==> config.mk <==
export PLATFORM = sky130hd
export DESIGN_NAME = firmware_trailer_scanner
export DESIGN_NICKNAME = d
export VERILOG_FILES = /design/src/sv/fts_pkg.sv /design/src/sv/fts_scan.sv /design/src/sv/fts_result.sv /design/src/sv/firmware_trailer_scanner.sv
export SDC_FILE = /design/constraint.sdc
export NUM_CORES = 2
export LEC_CHECK = 0
export CAP_MARGIN = 20
export CORE_MARGIN = 10
export CORE_UTILIZATION = 35
export DETAILED_ROUTE_END_ITERATION = 8
export DONT_BUFFER_PORTS = 1
export GPL_TIMING_DRIVEN = 0
export SLEW_MARGIN = 10
export SYNTH_ARGS = -nofsm -noshare
export SYNTH_HDL_FRONTEND = slang
export SYNTH_SLANG_ARGS = --single-unit
==> constraint.sdc <==
create_clock -name clk -period 16.3 [get_ports clk]
set_clock_uncertainty 0.15 [all_clocks]
set_input_delay 0 -clock clk [delete_from_list [all_inputs] [get_ports clk]]
set_output_delay 0 -clock clk [all_outputs]
set_load 0.02 [all_outputs]
==> src/sv/fts_pkg.sv <==
// Shared constants and types for the firmware trailer scanner.
package fts_pkg;

    // Width of the byte position counter (saturates at all ones)
    localparam int OFFSET_BITS   = 32;
    localparam int TRAILER_BYTES = 56;
    // Trailer bytes captured after the magic word and length
    localparam int CAPTURE_LEN   = TRAILER_BYTES - 8;
    localparam int CAPTURE_BITS  = CAPTURE_LEN * 8;

    localparam logic [31:0] MAGIC_RESET = 32'h46446E45;

    // Bit offsets of the trailer fields inside the captured bytes
    localparam int HASH_LSB    = 0;
    localparam int VERSION_LSB = 64;
    localparam int TARGET_LSB  = 96;
    localparam int HWID_LSB    = 128;

    // Result tdata: 257 field bits padded to 33 bytes
    localparam int RES_DATA_W  = 264;

    typedef logic [CAPTURE_BITS-1:0] trailer_t;

    // Snapshot handed from the scanner to the result stage
    typedef struct packed {
        logic        valid;
        logic        found;
        logic [31:0] trailer_offset;
        logic [31:0] image_length;
        trailer_t    trailer;
    } result_load_t;

endpackage

==> src/sv/fts_scan.sv <==
// Byte window, position counter, trailer search and capture shift line.
module fts_scan
(
    input  logic                 clk,
    input  logic                 rst_n,
    input  logic                 accept,
    input  logic [7:0]           data_byte,
    input  logic                 end_of_region,
    input  logic [31:0]          magic_word,
    output fts_pkg::result_load_t load
);
    import fts_pkg::*;

    localparam logic [1:0] PH_SEARCH  = 2'd0;
    localparam logic [1:0] PH_CAPTURE = 2'd1;
    localparam logic [1:0] PH_DONE    = 2'd2;

    localparam logic [OFFSET_BITS-1:0] POS_MAX = '1;
    localparam logic [OFFSET_BITS-1:0] WIN_SPAN = OFFSET_BITS'(7);
    localparam logic [5:0] CAP_LAST = 6'(CAPTURE_LEN);

    logic [63:0]            win_reg, win_next;
    logic [OFFSET_BITS-1:0] pos_reg, pos_next;
    logic [1:0]             phase_reg, phase_next;
    logic [5:0]             cap_cnt_reg, cap_cnt_next;
    logic [OFFSET_BITS-1:0] match_reg, match_next;
    trailer_t               trail_reg, trail_next;

    logic [OFFSET_BITS-1:0] cand_off;
    logic                   pos_exact;
    logic                   hit;
    logic [32:0]            img_sum;

    // Shift the new byte into the top of the window and test for a candidate
    always_comb
    begin
        win_next  = {data_byte, win_reg[63:8]};
        cand_off  = pos_reg - WIN_SPAN;
        pos_exact = (pos_reg >= WIN_SPAN) && (pos_reg != POS_MAX);
        hit       = pos_exact && (win_next[31:0] == magic_word)
                    && (win_next[63:32] == 32'(cand_off));
        pos_next  = (pos_reg != POS_MAX) ? pos_reg + OFFSET_BITS'(1) : pos_reg;
    end

    // Advance the scan phase and the capture count
    always_comb
    begin
        phase_next   = phase_reg;
        cap_cnt_next = cap_cnt_reg;
        match_next   = match_reg;
        trail_next   = trail_reg;
        unique case (phase_reg)
            PH_SEARCH:
            begin
                if (hit)
                begin
                    match_next   = cand_off;
                    cap_cnt_next = '0;
                    phase_next   = PH_CAPTURE;
                end
            end
            PH_CAPTURE:
            begin
                trail_next   = {data_byte, trail_reg[CAPTURE_BITS-1:8]};
                cap_cnt_next = cap_cnt_reg + 6'd1;
                if (cap_cnt_next >= CAP_LAST)
                    phase_next = PH_DONE;
            end
            default:
            begin
                // Complete: ignore bytes until the end of the region
            end
        endcase
    end

    // Build the result snapshot on the last byte of a region
    always_comb
    begin
        img_sum             = {1'b0, 32'(match_next)} + 33'(TRAILER_BYTES);
        load.valid          = accept && end_of_region;
        load.found          = (phase_next == PH_DONE);
        load.trailer_offset = load.found ? 32'(match_next) : '0;
        load.image_length   = !load.found ? '0 : (img_sum[32] ? '1 : img_sum[31:0]);
        load.trailer        = load.found ? trail_next : '0;
    end

    // Hold scan state; clear it after the end of a region
    always_ff @(posedge clk or negedge rst_n)
    begin
        if (!rst_n)
        begin
            win_reg     <= '0;
            pos_reg     <= '0;
            phase_reg   <= PH_SEARCH;
            cap_cnt_reg <= '0;
            match_reg   <= '0;
        end
        else if (accept)
        begin
            if (end_of_region)
            begin
                win_reg     <= '0;
                pos_reg     <= '0;
                phase_reg   <= PH_SEARCH;
                cap_cnt_reg <= '0;
                match_reg   <= '0;
            end
            else
            begin
                win_reg     <= win_next;
                pos_reg     <= pos_next;
                phase_reg   <= phase_next;
                cap_cnt_reg <= cap_cnt_next;
                match_reg   <= match_next;
            end
        end
    end

    // Capture shift line: after all trailer bytes the first one sits lowest
    always_ff @(posedge clk)
    begin
        if (accept)
            trail_reg <= trail_next;
    end

endmodule

==> src/sv/fts_result.sv <==
// Result holding stage that sends one or four result transactions per region.
module fts_result
(
    input  logic                         clk,
    input  logic                         rst_n,
    input  fts_pkg::result_load_t        load,
    output logic                         can_load,
    output logic                         m_tvalid,
    input  logic                         m_tready,
    output logic [fts_pkg::RES_DATA_W-1:0] m_tdata,
    output logic [1:0]                   m_tuser,
    output logic                         m_tlast
);
    import fts_pkg::*;

    logic        busy_reg;
    logic [1:0]  idx_reg;
    logic        found_reg;
    logic [31:0] off_reg;
    logic [31:0] img_reg;
    trailer_t    trail_reg;

    logic        take;
    logic        last_item;
    logic [63:0] hw_word;

    assign last_item = !found_reg || (idx_reg == 2'd3);
    assign take      = busy_reg && m_tready;
    assign can_load  = !busy_reg || (m_tready && last_item);

    // Select the hardware id slice for the current transaction
    always_comb
    begin
        case (idx_reg)
            2'd0:    hw_word = trail_reg[HWID_LSB       +: 64];
            2'd1:    hw_word = trail_reg[HWID_LSB + 64  +: 64];
            2'd2:    hw_word = trail_reg[HWID_LSB + 128 +: 64];
            default: hw_word = trail_reg[HWID_LSB + 192 +: 64];
        endcase
    end

    assign m_tvalid = busy_reg;
    assign m_tlast  = last_item;
    assign m_tuser  = idx_reg;
    assign m_tdata  = {7'd0, hw_word,
                       trail_reg[TARGET_LSB +: 32],
                       trail_reg[VERSION_LSB +: 32],
                       trail_reg[HASH_LSB +: 64],
                       img_reg, off_reg, found_reg};

    // Advance the transaction index; reload on a new region result
    always_ff @(posedge clk or negedge rst_n)
    begin
        if (!rst_n)
        begin
            busy_reg <= 1'b0;
            idx_reg  <= '0;
        end
        else if (load.valid)
        begin
            busy_reg <= 1'b1;
            idx_reg  <= '0;
        end
        else if (take)
        begin
            if (last_item)
                busy_reg <= 1'b0;
            else
                idx_reg <= idx_reg + 2'd1;
        end
    end

    // Hold the result payload
    always_ff @(posedge clk)
    begin
        if (load.valid)
        begin
            found_reg <= load.found;
            off_reg   <= load.trailer_offset;
            img_reg   <= load.image_length;
            trail_reg <= load.trailer;
        end
    end

    a_notfound_single: assert property (@(posedge clk) disable iff (!rst_n)
        busy_reg && !found_reg |-> idx_reg == 2'd0)
        else $error("not-found result past its first transaction");

    a_load_starts: assert property (@(posedge clk) disable iff (!rst_n)
        load.valid |=> busy_reg && idx_reg == 2'd0)
        else $error("result load did not start a new run");

    a_run_continues: assert property (@(posedge clk) disable iff (!rst_n)
        m_tvalid && m_tready && !m_tlast |=> m_tvalid && idx_reg == $past(idx_reg) + 2'd1)
        else $error("result run broke before its last transaction");

endmodule

==> src/sv/firmware_trailer_scanner.sv <==
// Top level of the firmware trailer scanner.
// Streams a flash region in one byte per transaction (tlast marks the final
// byte) and searches for the first offset where the magic word appears and the
// following little-endian length equals that offset; the 48 trailer bytes after
// it are then captured. The window compare and the capture shift are one
// register stage. On the final byte the result stage loads and sends four
// transactions (one per hardware id word, tuser numbers them) or a single
// all-zero not-found transaction. A final byte is taken only once the result
// stage is free or its last transaction is being taken; other bytes are taken
// every cycle, also while results drain. Write magic_word only while the block
// is idle.
module firmware_trailer_scanner
(
    input  logic                             clk,
    input  logic                             rst_n,
    // Configuration: magic word, first marker byte lowest
    input  logic                             magic_word_we,
    input  logic [31:0]                      magic_word_wdata,
    // Input stream
    input  logic                             s_tvalid,
    output logic                             s_tready,
    input  logic [7:0]                       s_tdata,  // [7:0] data_byte
    input  logic                             s_tlast,  // end_of_region
    // Result stream
    output logic                             m_tvalid,
    input  logic                             m_tready,
    // [0] found, [32:1] trailer_offset, [64:33] image_length,
    // [128:65] trailer_hash, [160:129] firmware_version, [192:161] target_ident,
    // [256:193] hardware_id_word, [263:257] zero
    output logic [fts_pkg::RES_DATA_W-1:0]   m_tdata,
    output logic [1:0]                       m_tuser,  // [1:0] word_number
    output logic                             m_tlast   // last_of_run
);
    import fts_pkg::*;

    logic         [31:0] magic_word_reg;
    logic                can_load;
    logic                s_accept;
    result_load_t        load;

    // Hold the configured magic word
    always_ff @(posedge clk or negedge rst_n)
    begin
        if (!rst_n)
            magic_word_reg <= MAGIC_RESET;
        else if (magic_word_we)
            magic_word_reg <= magic_word_wdata;
    end

    // Stall a final byte until the result stage can take its snapshot
    assign s_tready = !s_tlast || can_load;
    assign s_accept = s_tvalid && s_tready;

    fts_scan u_scan
    (
        .clk           (clk),
        .rst_n         (rst_n),
        .accept        (s_accept),
        .data_byte     (s_tdata),
        .end_of_region (s_tlast),
        .magic_word    (magic_word_reg),
        .load          (load)
    );

    fts_result u_result
    (
        .clk      (clk),
        .rst_n    (rst_n),
        .load     (load),
        .can_load (can_load),
        .m_tvalid (m_tvalid),
        .m_tready (m_tready),
        .m_tdata  (m_tdata),
        .m_tuser  (m_tuser),
        .m_tlast  (m_tlast)
    );

endmodule
==> impl_metrics.csv <==
group,metric,value,unit
status,status,"completed",
power_and_ir_drop,ir_drop,87.4,uV
route,viasPerCell,5.21,
clocking,cts_buffers,109,
setup_path,crit_path_cell_trace,"ha_1 -> buf_6 -> a2111oi_4 -> nand4_2 -> nor4_1 -> xnor2_1 -> a21boi_0 -> and4_4 -> nand3_4 -> buf_2 -> buf_2 -> buf_2 -> nor3_1 -> a21oi_1 -> ha_1 -> nand2b_1 -> mux2i_1 -> nor4_2 -> and4bb_2 -> a211oi_1",
finish,stdcell_count,6145,
sta,period_share,0.443,
global_route,antenna_found_initial,5,
power_and_ir_drop,p_per_area,119,nW/um^2
finish,area_delta_synth_final,15.6,%
sta,timing.hold.ws,0.0417,ns
floorplan,die_width,380,um
route,drc_errors,0,
logic_synthesis,synth_ff_type,"edfxtp_1",
logic_synthesis,ys_seq_area_frac,0.643,
sta,period_minus_slack,7.22,ns
logic_synthesis,netlist_area,45300,sq um
sta,layout_setup_ws,9.08,ns
global_route,grt_max_degree,151,
setup_path,rr_startpoint,"u_scan.pos_reg[1]$_DFFE_PN0P_",
sta,hold_violations,0,
clocking,cts_buffer_depth,3,
worst_hold_path,min_path_type,"in -> reg",
sta,slew-limit-headroom,0.243,
sta,rsz0062_at_grt,"no",
logic_synthesis,synth_top_cell_by_area,"edfxtp_1",
floorplan,fp-row-count,131,
setup_path,rr_endpoint,"u_result.img_reg[25]$_SDFFCE_PN0P_",
clocking,cts.clk_slew.worst_paths,0.06,ns
placed_design,dp_slack,9.16,ns
worst_hold_path,hold-path-endpoint,"u_result.off_reg[16]$_SDFFCE_PN0P_",
logic_synthesis,ys.warnings.count,0,
logic_synthesis,synth_cell_types,92,
floorplan,initial_core_util,0.354,
logic_synthesis,syn_area_per_cell,11.1,sq um
floorplan,core,128000,sq um
setup_path,startpoint_type,"register",
sta,max_clock_freq,138,MHz
global_route,track_usage,0.190,
clocking,htreeDepth,3,
finish,nets,4372,
worst_hold_path,min_path_cells,6,
setup_path,r2r_slack,9.08,ns
clocking,root_buffer,"clkbuf_16",
global_route,grt_pass1_wl,207000,um
route,ant_nets,0,
clocking,cts_tree,"built",
setup_path,crit_type,"reg -> reg",
logic_synthesis,synth-edff-count,833,
logic_synthesis,synth_top_area_share,0.553,
worst_hold_path,hold_start,"s_tdata[1]",
sta,setup_violations,0,
logic_synthesis,synth_area_leaders,"edfxtp_1, nand2_1, dfrtp_1",
placed_design,place_inst,5848,
setup_path,reg2reg_depth,20,
logic_synthesis,yosysMostFrequentCell,"nand2_1",
setup_path,crit_arrival,7.63,ns
route,vias,31992,
floorplan,io_pins,315,
route,firstDrtPassIters,8,
floorplan,die_y,380,um
logic_synthesis,synth_cells,4097,
run,drv_cap,0,
sta,setup_tns,0,ns
placed_design,routabilityCongestion,0.873,
setup_path,cp_max_fo,10,
finish,drive_above_1_share,0.102,
setup_path,crit_path_max_incr_delay,0.74,ns
setup_path,end_kind,"register",
setup_path,slowest_stage,"a2111oi_4",
floorplan,dieArea,144000,sq um
global_route,grt-ovfl-total,0,
logic_synthesis,async_flop_share,0.164,
route,drtIter0Drc,4195,
setup_path,required,16.71,ns
placed_design,port-buffer-count,0,
sta,drv_slew,0,
route,post_drt_wl_per_cell,23.3,um
clocking,cts.sinks,996,
route,wirelength,143000,um
global_route,grt_pass1_vias,30566,
power_and_ir_drop,p_leak,20.6,nW
setup_path,cp_common_cell,"buf_2",
clocking,clock_latency,0.73,ns
logic_synthesis,ys_ff_latch,996,
logic_synthesis,synthTopCellsByCount,"nand2_1, edfxtp_1, a21oi_1",
sta,worstMarginPinSlew,1.14,ns
placed_design,dp_hpwl,103000,um
[how the worst max path moves through the flow]
stage	start	to	slack [ns]	depth (start not counted)
after floorplan	u_result.m_tuser[1]$_DFFE_PN0P_	u_result.found_reg$_DFFE_PP_	1.26	7
after global placement	u_result.m_tuser[1]$_DFFE_PN0P_	u_scan.pos_reg[30]$_DFFE_PN0P_	-6.60	14
after detailed placement	u_scan.pos_reg[1]$_DFFE_PN0P_	u_result.img_reg[27]$_SDFFCE_PN0P_	9.16	20
after CTS	u_scan.pos_reg[1]$_DFFE_PN0P_	u_result.img_reg[27]$_SDFFCE_PN0P_	9.19	20
after global routing	u_scan.pos_reg[1]$_DFFE_PN0P_	u_result.img_reg[27]$_SDFFCE_PN0P_	8.85	20
final	u_scan.pos_reg[1]$_DFFE_PN0P_	u_result.img_reg[25]$_SDFFCE_PN0P_	9.08	20
[layout by cell type (no fill, tap or decap), types with 13 or more instances in the layout]
cell type / count
nor3_1: 38
nand3b_1: 53
nor2_1: 107
xor2_1: 61
nand2_1: 1354
a21oi_1: 434
mux2_2: 42
dfstp_2: 13
mux2i_1: 92
dfrtp_1: 150
o21ai_0: 60
buf_16: 15
clkbuf_8: 13
clkinv_2: 30
edfxtp_1: 833
buf_4: 140
clkbuf_1: 216
nor4_1: 20
buf_1: 18
and3_1: 15
inv_1: 84
clkbuf_16: 109
clkinv_1: 15
nand4_1: 25
a222oi_1: 64
dlygate4sd3_1: 86
nand3_1: 40
xnor2_1: 62
[cells by family after synthesis]
logic type                 synth area share
adders and majority gates           0.00193
muxes                                0.0308
xor gates and xnor gates             0.0253
buffers and inverters                0.0524
and+or+nand+nor                       0.162
other                             0.0000828
AOI/OAI and AO/OA                    0.0845
DFF                                   0.643
[layout make-up]
cell class | count | area, sq um
timing repair buffer | 105 | 1320
multi-input combinational | 2644 | 13800
buffer | 378 | 2060
sequential | 996 | 29100
antenna | 2 | 5.00
fill | 12189 | 75700
tap | 1729 | 2160
clock inverter | 70 | 648
clock buffer | 136 | 2890
inverter | 85 | 324
[critical path, delay by kind of cell (launching register included)]
kind,cells,cell delay [ns]
fa+ha+maj,2,0.55
xor+xnor,1,0.37
simple gates,8,1.98
mux,1,0.51
compound gates,4,1.85
buf+inv,4,1.23
flops,1,0.42
[report_power, final]
part           leakage [nW]  internal (mW)  switching [mW]
Combinational          8.61          0.199           0.544
Clock                  1.74           1.38            1.08
Sequential             10.2           2.93           0.110
[stage by stage]
stage | total power [mW] | area [sq um] | utilization
3_3_place_gp | 3.88 | 47500 | 0.371
4_1_cts | 6.29 | 52300 | 0.409
5_1_grt | 6.45 | 52300 | 0.409
3_5_place_dp | 3.80 | 47900 | 0.374
2_1_floorplan | 3.56 | 45300 | -
6_report | 6.24 | 52300 | 0.409
[timing repair]
item,4_1_cts,5_1_grt
hold endpoints to repair,311,0
setup buffers,0,0
endpoints found under the setup margin,0,0
hold buffers,88,0
gates resized for setup,0,0
[layer usage]
metal | vias to the layer above | part of all wire | global-route usage
met5 | - | 0.000091 | 0
met4 | 2 | 0.027 | 0.0518
met3 | 191 | 0.098 | 0.0535
met2 | 1423 | 0.44 | 0.286
met1 | 15622 | 0.44 | 0.267
li1 | 14754 | - | -
No activity file was read; power rests on OpenSTA's default activity.
